<file path="src/design/uxc_pkg.sv">
package uxc_pkg;

    // Encoding codes held in the format registers
    localparam logic [1:0] ENC_UTF8  = 2'd0;
    localparam logic [1:0] ENC_UTF16 = 2'd1;
    localparam logic [1:0] ENC_UTF32 = 2'd2;

    // Configuration register indexes
    localparam int CFG_INDEX_W = 2;
    localparam int CFG_DATA_W  = 2;
    localparam logic [CFG_INDEX_W-1:0] REG_SOURCE_ENCODING = 2'd0;
    localparam logic [CFG_INDEX_W-1:0] REG_TARGET_ENCODING = 2'd1;

    // Reset values of the format registers
    localparam logic [1:0] SOURCE_ENCODING_RESET = ENC_UTF8;
    localparam logic [1:0] TARGET_ENCODING_RESET = ENC_UTF16;

    // Unicode constants
    localparam logic [31:0] REPLACEMENT   = 32'h0000_FFFD;
    localparam logic [31:0] MAX_SCALAR    = 32'h0010_FFFF;
    localparam logic [20:0] PLANE1_BASE   = 21'h01_0000;
    localparam logic [15:0] HIGH_SURR_LO  = 16'hD800;
    localparam logic [15:0] LOW_SURR_LO   = 16'hDC00;

    // Most target units one source item can produce
    localparam int RUN_UNITS = 4;
    localparam int RUN_IDX_W = 2;

    typedef struct packed {
        logic [31:0] unit_in;
        logic        string_end_in;
    } src_item_t;

    typedef struct packed {
        logic [31:0] unit_out;
        logic        run_last;
        logic        string_end_out;
        logic        failed;
    } dst_item_t;

    // All result units caused by one item
    typedef struct packed {
        logic [RUN_UNITS-1:0][31:0] units;
        logic [RUN_IDX_W-1:0]       last_idx;
        logic                       string_end;
        logic                       failed;
    } run_t;

endpackage

</file>
<file path="src/design/uxc_decode.sv">
module uxc_decode (
    input  logic                            clk,
    input  logic                            rst_n,
    input  logic                            cfg_we,
    input  logic [uxc_pkg::CFG_INDEX_W-1:0] cfg_index,
    input  logic [uxc_pkg::CFG_DATA_W-1:0]  cfg_wdata,
    input  logic                            accept,
    input  uxc_pkg::src_item_t              item,
    output logic                            push,
    output uxc_pkg::run_t                   run
);
    import uxc_pkg::*;

    logic [1:0]  src_enc_reg;
    logic [1:0]  dst_enc_reg;
    logic [1:0]  bytes_pending_reg, bytes_pending_next;
    logic [7:0]  lead_byte_reg, lead_byte_next;
    logic        first_cont_reg, first_cont_next;
    logic [20:0] acc_reg, acc_next;
    logic [9:0]  high_bits_reg, high_bits_next;
    logic        high_held_reg, high_held_next;
    logic        discarding_reg, discarding_next;

    logic        err;
    logic        have;
    logic        marker;
    logic        cont_ok;
    logic [31:0] ch;
    logic [7:0]  b;
    logic [15:0] w;
    logic [20:0] acc_shift;
    logic [20:0] fix;
    logic [20:0] v_off;
    logic        end_in;

    assign b      = item.unit_in[7:0];
    assign w      = item.unit_in[15:0];
    assign end_in = item.string_end_in;

    // Decode one source unit and work out the next decoding state
    always_comb
    begin
        bytes_pending_next = bytes_pending_reg;
        lead_byte_next     = lead_byte_reg;
        first_cont_next    = first_cont_reg;
        acc_next           = acc_reg;
        high_bits_next     = high_bits_reg;
        high_held_next     = high_held_reg;
        discarding_next    = discarding_reg;
        err       = 1'b0;
        have      = 1'b0;
        marker    = 1'b0;
        ch        = '0;
        cont_ok   = (b >= 8'h80) && (b <= 8'hBF);
        acc_shift = {acc_reg[14:0], b[5:0]};

        if (discarding_reg)
        begin
            // Drop units until the string ends, then close with a marker
            if (end_in)
            begin
                marker = 1'b1;
                discarding_next = 1'b0;
            end
        end
        else
        begin
            unique case (src_enc_reg)
                ENC_UTF8:
                begin
                    if (bytes_pending_reg == 2'd0)
                    begin
                        if (b < 8'h80)
                        begin
                            ch   = {24'd0, b};
                            have = 1'b1;
                        end
                        else if (b >= 8'hC2 && b <= 8'hDF)
                        begin
                            bytes_pending_next = 2'd1;
                            acc_next = {16'd0, b[4:0]};
                        end
                        else if (b >= 8'hE0 && b <= 8'hEF)
                        begin
                            bytes_pending_next = 2'd2;
                            acc_next = {17'd0, b[3:0]};
                        end
                        else if (b >= 8'hF0 && b <= 8'hF4)
                        begin
                            bytes_pending_next = 2'd3;
                            acc_next = {18'd0, b[2:0]};
                        end
                        else
                        begin
                            err = 1'b1;
                        end
                        if (!err && b >= 8'h80)
                        begin
                            lead_byte_next  = b;
                            first_cont_next = 1'b1;
                        end
                    end
                    else
                    begin
                        // Tighten the first continuation after special leads
                        if (first_cont_reg)
                        begin
                            if (lead_byte_reg == 8'hE0 && b < 8'hA0) cont_ok = 1'b0;
                            if (lead_byte_reg == 8'hED && b > 8'h9F) cont_ok = 1'b0;
                            if (lead_byte_reg == 8'hF0 && b < 8'h90) cont_ok = 1'b0;
                            if (lead_byte_reg == 8'hF4 && b > 8'h8F) cont_ok = 1'b0;
                        end
                        if (!cont_ok)
                        begin
                            err = 1'b1;
                        end
                        else
                        begin
                            acc_next           = acc_shift;
                            first_cont_next    = 1'b0;
                            bytes_pending_next = bytes_pending_reg - 2'd1;
                            if (bytes_pending_reg == 2'd1)
                            begin
                                ch   = {11'd0, acc_shift};
                                have = 1'b1;
                            end
                        end
                    end
                end
                ENC_UTF16:
                begin
                    if (high_held_reg)
                    begin
                        if (w >= LOW_SURR_LO && w <= 16'hDFFF)
                        begin
                            ch = {11'd0, {1'b0, high_bits_reg, w[9:0]} + PLANE1_BASE};
                            high_held_next = 1'b0;
                            have = 1'b1;
                        end
                        else
                        begin
                            err = 1'b1;
                        end
                    end
                    else if (w >= HIGH_SURR_LO && w < LOW_SURR_LO)
                    begin
                        high_bits_next = w[9:0];
                        high_held_next = 1'b1;
                    end
                    else
                    begin
                        ch   = {16'd0, w};
                        have = 1'b1;
                    end
                end
                default:
                begin
                    // UTF-32, and the unused code, take the unit as it is
                    ch   = item.unit_in;
                    have = 1'b1;
                end
            endcase

            // Truncation: the string ends inside an open sequence
            if (!err && !have && end_in)
            begin
                err = 1'b1;
            end

            if (err)
            begin
                bytes_pending_next = '0;
                lead_byte_next     = '0;
                first_cont_next    = 1'b0;
                acc_next           = '0;
                high_bits_next     = '0;
                high_held_next     = 1'b0;
                discarding_next    = !end_in;
            end
        end

        if (marker)
        begin
            bytes_pending_next = '0;
            lead_byte_next     = '0;
            first_cont_next    = 1'b0;
            acc_next           = '0;
            high_bits_next     = '0;
            high_held_next     = 1'b0;
        end
    end

    // Encode the scalar value into target units
    always_comb
    begin
        run = '0;
        fix = ((ch >= 32'h0000_D800 && ch <= 32'h0000_DFFF) || ch > MAX_SCALAR)
            ? REPLACEMENT[20:0] : ch[20:0];
        v_off = fix - PLANE1_BASE;
        run.string_end = end_in;
        if (marker || err)
        begin
            run.failed   = 1'b1;
            run.last_idx = '0;
        end
        else if (dst_enc_reg == ENC_UTF16)
        begin
            if (fix <= 21'h00_FFFF)
            begin
                run.units[0] = {11'd0, fix};
            end
            else
            begin
                run.units[0] = {16'd0, HIGH_SURR_LO + {6'd0, v_off[19:10]}};
                run.units[1] = {16'd0, LOW_SURR_LO + {6'd0, v_off[9:0]}};
                run.last_idx = 2'd1;
            end
        end
        else if (dst_enc_reg == ENC_UTF8)
        begin
            if (fix < 21'h80)
            begin
                run.units[0] = {11'd0, fix};
            end
            else if (fix < 21'h800)
            begin
                run.units[0] = {24'd0, 3'b110, fix[10:6]};
                run.units[1] = {24'd0, 2'b10, fix[5:0]};
                run.last_idx = 2'd1;
            end
            else if (fix < 21'h1_0000)
            begin
                run.units[0] = {24'd0, 4'b1110, fix[15:12]};
                run.units[1] = {24'd0, 2'b10, fix[11:6]};
                run.units[2] = {24'd0, 2'b10, fix[5:0]};
                run.last_idx = 2'd2;
            end
            else
            begin
                run.units[0] = {24'd0, 5'b11110, fix[20:18]};
                run.units[1] = {24'd0, 2'b10, fix[17:12]};
                run.units[2] = {24'd0, 2'b10, fix[11:6]};
                run.units[3] = {24'd0, 2'b10, fix[5:0]};
                run.last_idx = 2'd3;
            end
        end
        else
        begin
            run.units[0] = ch;
        end
    end

    assign push = accept && (have || err || marker);

    // Hold format registers and decoding state
    always_ff @(posedge clk or negedge rst_n)
    begin
        if (!rst_n)
        begin
            src_enc_reg       <= SOURCE_ENCODING_RESET;
            dst_enc_reg       <= TARGET_ENCODING_RESET;
            bytes_pending_reg <= '0;
            lead_byte_reg     <= '0;
            first_cont_reg    <= 1'b0;
            acc_reg           <= '0;
            high_bits_reg     <= '0;
            high_held_reg     <= 1'b0;
            discarding_reg    <= 1'b0;
        end
        else if (cfg_we)
        begin
            if (cfg_index == REG_SOURCE_ENCODING || cfg_index == REG_TARGET_ENCODING)
            begin
                if (cfg_index == REG_SOURCE_ENCODING)
                begin
                    src_enc_reg <= cfg_wdata;
                end
                else
                begin
                    dst_enc_reg <= cfg_wdata;
                end
                bytes_pending_reg <= '0;
                lead_byte_reg     <= '0;
                first_cont_reg    <= 1'b0;
                acc_reg           <= '0;
                high_bits_reg     <= '0;
                high_held_reg     <= 1'b0;
                discarding_reg    <= 1'b0;
            end
        end
        else if (accept)
        begin
            bytes_pending_reg <= bytes_pending_next;
            lead_byte_reg     <= lead_byte_next;
            first_cont_reg    <= first_cont_next;
            acc_reg           <= acc_next;
            high_bits_reg     <= high_bits_next;
            high_held_reg     <= high_held_next;
            discarding_reg    <= discarding_next;
        end
    end

endmodule

</file>
<file path="src/design/uxc_run_queue.sv">
module uxc_run_queue (
    input  logic               clk,
    input  logic               rst_n,
    input  logic               push,
    input  uxc_pkg::run_t      run,
    output logic               src_ready,
    output logic               dst_valid,
    input  logic               dst_ready,
    output uxc_pkg::dst_item_t dst_item
);
    import uxc_pkg::*;

    run_t                 cur_reg;
    run_t                 pend_reg;
    logic                 cur_valid_reg;
    logic                 pend_valid_reg;
    logic [RUN_IDX_W-1:0] idx_reg;
    logic                 cur_last;
    logic                 cur_done;
    logic                 cur_free;

    assign cur_last  = (idx_reg == cur_reg.last_idx);
    assign cur_done  = cur_valid_reg && dst_ready && cur_last;
    assign cur_free  = !cur_valid_reg || cur_done;
    assign src_ready = !pend_valid_reg;
    assign dst_valid = cur_valid_reg;

    // Present the current unit of the active run
    always_comb
    begin
        dst_item.unit_out       = cur_reg.units[idx_reg];
        dst_item.run_last       = cur_last;
        dst_item.string_end_out = cur_reg.string_end && cur_last;
        dst_item.failed         = cur_reg.failed;
    end

    // Advance through the run, refill from the pending slot or the decoder
    always_ff @(posedge clk or negedge rst_n)
    begin
        if (!rst_n)
        begin
            cur_valid_reg  <= 1'b0;
            pend_valid_reg <= 1'b0;
            idx_reg        <= '0;
        end
        else if (cur_free)
        begin
            idx_reg <= '0;
            if (pend_valid_reg)
            begin
                cur_valid_reg  <= 1'b1;
                pend_valid_reg <= 1'b0;
            end
            else
            begin
                cur_valid_reg <= push;
            end
        end
        else
        begin
            if (dst_ready)
            begin
                idx_reg <= idx_reg + 1'b1;
            end
            if (push)
            begin
                pend_valid_reg <= 1'b1;
            end
        end
    end

    // Payload slots
    always_ff @(posedge clk)
    begin
        if (cur_free)
        begin
            if (pend_valid_reg)
            begin
                cur_reg <= pend_reg;
            end
            else if (push)
            begin
                cur_reg <= run;
            end
        end
        else if (push)
        begin
            pend_reg <= run;
        end
    end

`ifndef SYNTHESIS
    a_pend_needs_cur: assert property (@(posedge clk) disable iff (!rst_n)
        pend_valid_reg |-> cur_valid_reg)
        else $error("pending run held while output slot empty");

    a_idx_in_run: assert property (@(posedge clk) disable iff (!rst_n)
        cur_valid_reg |-> (idx_reg <= cur_reg.last_idx))
        else $error("unit index beyond end of run");

    a_no_overrun: assert property (@(posedge clk) disable iff (!rst_n)
        push |-> !pend_valid_reg)
        else $error("run pushed while both slots full");

    a_idx_step: assert property (@(posedge clk) disable iff (!rst_n)
        (dst_valid && dst_ready && !dst_item.run_last)
            |=> (idx_reg == $past(idx_reg) + 1'b1))
        else $error("unit index did not advance");
`endif

endmodule

</file>
<file path="src/design/unicode_transcoder.sv">
// Unicode transcoder between UTF-8, UTF-16 and UTF-32.
// src channel: one source code unit per item (src_item.unit_in) with
//   string_end_in on the final unit of a string. dst channel: one target
//   code unit per item, with run_last on the last unit caused by a source
//   item, string_end_out on the final unit of a string and failed on the
//   error result or closing marker of a malformed string.
// cfg port: cfg_we writes cfg_wdata into register cfg_index (0 source
//   encoding, 1 target encoding); any such write also clears the decoding
//   state. Write only while no item is in flight.
// Flow: an accepted item is decoded in the cycle it is accepted and its run
//   is registered into the active run slot (or the pending slot while the
//   active run is busy), so src takes one item per cycle while src_ready is
//   high; dst sends one unit per cycle while dst_ready is high; a source
//   item yields up to 4 units for UTF-8 output, 2 for UTF-16.
// A two-slot run queue sits after the decoder: src_ready drops only while
//   both the active run and one pending run are held, i.e. while dst stalls
//   or drains a multi-unit run. src_ready is a register output.
// Reset: formats return to UTF-8 in, UTF-16 out; all decoding state and
//   queued runs are cleared.
module unicode_transcoder (
    input  logic                            clk,
    input  logic                            rst_n,
    input  logic                            cfg_we,
    input  logic [uxc_pkg::CFG_INDEX_W-1:0] cfg_index,
    input  logic [uxc_pkg::CFG_DATA_W-1:0]  cfg_wdata,
    input  logic                            src_valid,
    output logic                            src_ready,
    input  uxc_pkg::src_item_t              src_item,
    output logic                            dst_valid,
    input  logic                            dst_ready,
    output uxc_pkg::dst_item_t              dst_item
);
    import uxc_pkg::*;

    logic accept;
    logic push;
    run_t run;

    assign accept = src_valid && src_ready;

    // Decode and encode one item per cycle while src_ready is high
    uxc_decode u_decode (
        .clk       (clk),
        .rst_n     (rst_n),
        .cfg_we    (cfg_we),
        .cfg_index (cfg_index),
        .cfg_wdata (cfg_wdata),
        .accept    (accept),
        .item      (src_item),
        .push      (push),
        .run       (run)
    );

    // Queue runs and send them out one unit at a time
    uxc_run_queue u_run_queue (
        .clk       (clk),
        .rst_n     (rst_n),
        .push      (push),
        .run       (run),
        .src_ready (src_ready),
        .dst_valid (dst_valid),
        .dst_ready (dst_ready),
        .dst_item  (dst_item)
    );

endmodule
</file>
<file path="config.mk">
export PLATFORM = sky130hd
export DESIGN_NAME = unicode_transcoder
export DESIGN_NICKNAME = d
export VERILOG_FILES = /design/src/design/uxc_pkg.sv /design/src/design/uxc_decode.sv /design/src/design/uxc_run_queue.sv /design/src/design/unicode_transcoder.sv
export SDC_FILE = /design/constraint.sdc
export NUM_CORES = 1
export LEC_CHECK = 0
export BUFFER_PORTS_ARGS = -buffer_cell sky130_fd_sc_hd__buf_2
export CORE_AREA = 2 2 153 185
export CTS_BUF_LIST = sky130_fd_sc_hd__clkbuf_4 sky130_fd_sc_hd__clkbuf_8 sky130_fd_sc_hd__clkbuf_16
export CTS_CLUSTER_DIAMETER = 120
export DETAILED_ROUTE_END_ITERATION = 6
export DIE_AREA = 0 0 155 187
export MAX_ROUTING_LAYER = met4
export PLACE_DENSITY_LB_ADDON = 0.05
export SKIP_CTS_REPAIR_TIMING = 1
export SYNTH_ARGS = -nofsm -noshare
export SYNTH_HDL_FRONTEND = slang
export SYNTH_SLANG_ARGS = --single-unit
</file>
<file path="constraint.sdc">
create_clock -name clk -period 10.72 [get_ports clk]
set_input_delay 1.608 -clock clk [delete_from_list [all_inputs] [get_ports clk]]
set_output_delay 1.608 -clock clk [all_outputs]
set_load 0.02 [all_outputs]
</file>
==> run metrics <==
Synth Net Count 928; num rows 67; Max Used Layer met4; nets ~1000; final hold vios 0; final count of negative-setup-slack endpoints 0; Syn Area/Cell 10.6 µm²; Max IR drop VDD 0.107 mV; required time worst endpoint 10.90 ns; share of layout cells above drive strength 1 0.213; Syn Std Cell Area 0.00936 mm²; Post-synth EDFFs 120; drt first pass iters 5; Final ANT Viol Nets 0; WL met2 15500 µm; Startpoint Class input pin; Yosys Warn Count 0; first-pass GRT wire length about 47000 µm; initial core utilization 0.341; worst-case clock buffer depth 2; Tmin final 5.29 ns; H-tree depth 4; leak pwr 4.09 nW; FF-to-FF path depth 12; Yosys top cell by area edfxtp_1; die area about 0.029 mm²; synthesis-stage register bit count between 150 and 200; max FFs per register 60; routed len/inst 23.7 µm; crit path capture type flop; DP HPWL 22200 µm; R2R setup slack about 6 ns; Syn Inst Count 883; I/O Buffers 78; DR DRC count 0; clk slew on worst S/H paths roughly 0.07 ns; vias per inst ~5.7; vias in the first global route 7453; largest net degree at the start of global routing 61; diode count 0; Distinct cells, synth 98; Hold Path Stages 1; Area Overhead vs Synth 13.8%; # fillers 2762; crit-path max FO 18; Die Ht 187 µm; Die X-Extent 155 µm; Initial DRC Count just under 600; Sequential Area 0.00476 mm²; asr flop ratio synth 0.277; Maximum Capacitance Violations 0; GRT Overall Usage 0.223; GPL Wtd Cong 0.922; Worst-Margin Slew 1.04 ns; clock root cell clkbuf_16; met3 WL ~1100 µm; multi-input logic area 0.00431 mm²; arrival time worst endpoint roughly 5.5 ns; Final Max Slew Viols 0; sequential area share after synthesis 0.508; Final TNS setup 0 ns; Power Total ~2.7 mW; RSZ-0062 raised after global routing no; FMAX 0.189 GHz; total gr overflow 0; number of I/O pins ~80; via count 7468; met1 wire length 13100 µm; post-synth top area share 0.385; core region area between 0.02 and 0.03 mm²; most frequent cell after synthesis edfxtp_1; skew final 0.0116 ns; Post-synth top flop edfxtp_1; number of buffers created by CTS 17; Min-Delay Endpoint u_decode.lead_byte_reg[7]; max_slew headroom 0.307; antenna violations before repair 0; hold path startpoint u_decode.lead_byte_reg[7]; pwr dens 254 mW/mm²; critical path type in2reg; min-delay worst type reg2reg; run status finished, final reports clean; period utilisation layout 0.494; reg-to-reg endpoint u_run_queue.cur_reg[41]; most common library cells after synthesis 120 x edfxtp_1, 104 x nand2_1, 71 x nor2_1; TritonCTS clock tree done; Worst-Skew Late Latency 0.43 ns; top cells by area, synth edfxtp_1 38%, dfrtp_1 12%, mux2_2 4.2%, nand2_1 4.2%, a21oi_1 3.2%; final WL between 30000 and 40000 µm; clk sinks around 170; Worst R2R Start u_decode.src_enc_reg[1]
[power breakdown]
| group | total, mW | internal, mW | switching (mW) |
|---|---|---|---|
| registers | 0.979 | 0.908 | 0.0712 |
| clock network | 0.633 | 0.370 | 0.263 |
| logic | 1.09 | 0.363 | 0.730 |
| total | 2.70 | 1.64 | 1.06 |
[layout by cell type, fill, tap and decap left out, types with 4 or more instances in the layout]
cell type and instances:
nor2b_1 7, dfrtp_1 45, o211ai_1 6, nor3b_1 4
nor3_1 13, a22o_1 17, nor2_1 71, mux2i_1 4
buf_2 78, nand2b_1 17, and3_1 15, mux4_2 7
o311a_1 4, clkinv_1 4, o21ai_0 30, nor3_2 4
a21o_1 5, o22a_1 5, buf_4 13, o21a_1 5
o31ai_1 23, a31oi_1 16, nand4_1 6, a31o_2 4
a211oi_1 6, nand2_1 104, edfxtp_1 120, nand3_1 37
o22ai_1 7, and2_1 25, o21ai_1 8, mux2_2 35
o2111ai_1 4, clkbuf_16 17, or3_1 5, xor2_1 5
a21oi_1 59, nor4_1 7, inv_1 16
[cell type report]
cell class,instances,share of cell area
sequential,166,0.446
multi-input combinational,649,0.405
timing repair buffer,91,0.0458
clock buffer,19,0.0413
tap,345,0.0405
clock inverter,13,0.0146
inverter,19,0.00669
[layer usage]
metal,up-vias,track usage
met5,-,-
met4,0,0.0873
met3,50,0.0290
met2,204,0.374
met1,3712,0.273
li1,3502,-
[worst max-delay path, cell delays in order]
cell,delay (ns)
buf_2,0.24
a21boi_1,0.16
o311ai_4,0.41
a21oi_1,0.22
o21ai_2,0.44
a41oi_1,0.28
a21oi_2,0.69
nor2_1,0.33
o21ai_1,0.20
buf_4,0.22
inv_2,0.12
o22a_1,0.26
mux2_2,0.28
[metrics by stage]
step	utilization	worst slack (ns)	area [µm²]	hold slack [ns]	instances
after CTS	0.389	5.54	10700	0.478	1302
after global routing	0.389	5.22	10700	0.496	1302
after floorplan	-	2.71	9360	0.438	883
after detailed placement	0.367	5.10	10100	0.460	1270
final	0.389	5.43	10700	0.475	1302
after global placement	0.367	5.09	10100	0.452	1270
[worst max-delay path by stage]
stage                      startpoint                       to  slack [ns]  cells after the start
after floorplan           src_item[5]  u_run_queue.pend_reg[0]        2.71                     11
after global placement    src_item[5]  u_run_queue.cur_reg[41]        5.09                     13
after detailed placement  src_item[5]  u_run_queue.cur_reg[41]        5.10                     13
after CTS                 src_item[5]  u_run_queue.cur_reg[41]        5.54                     13
after global routing      src_item[5]  u_run_queue.cur_reg[41]        5.22                     13
final                     src_item[5]  u_run_queue.cur_reg[41]        5.43                     13
[cells by family after synthesis]
family / after synthesis / share of synthesized area
compound gates: 256 / 0.200
xor+xnor: 6 / 0.00561
fa+ha+maj: 3 / 0.00401
buf+inv: 68 / 0.0332
flops: 166 / 0.508
mux: 46 / 0.0632
simple gates: 338 / 0.186
No activity file was read; power rests on OpenSTA's default activity.
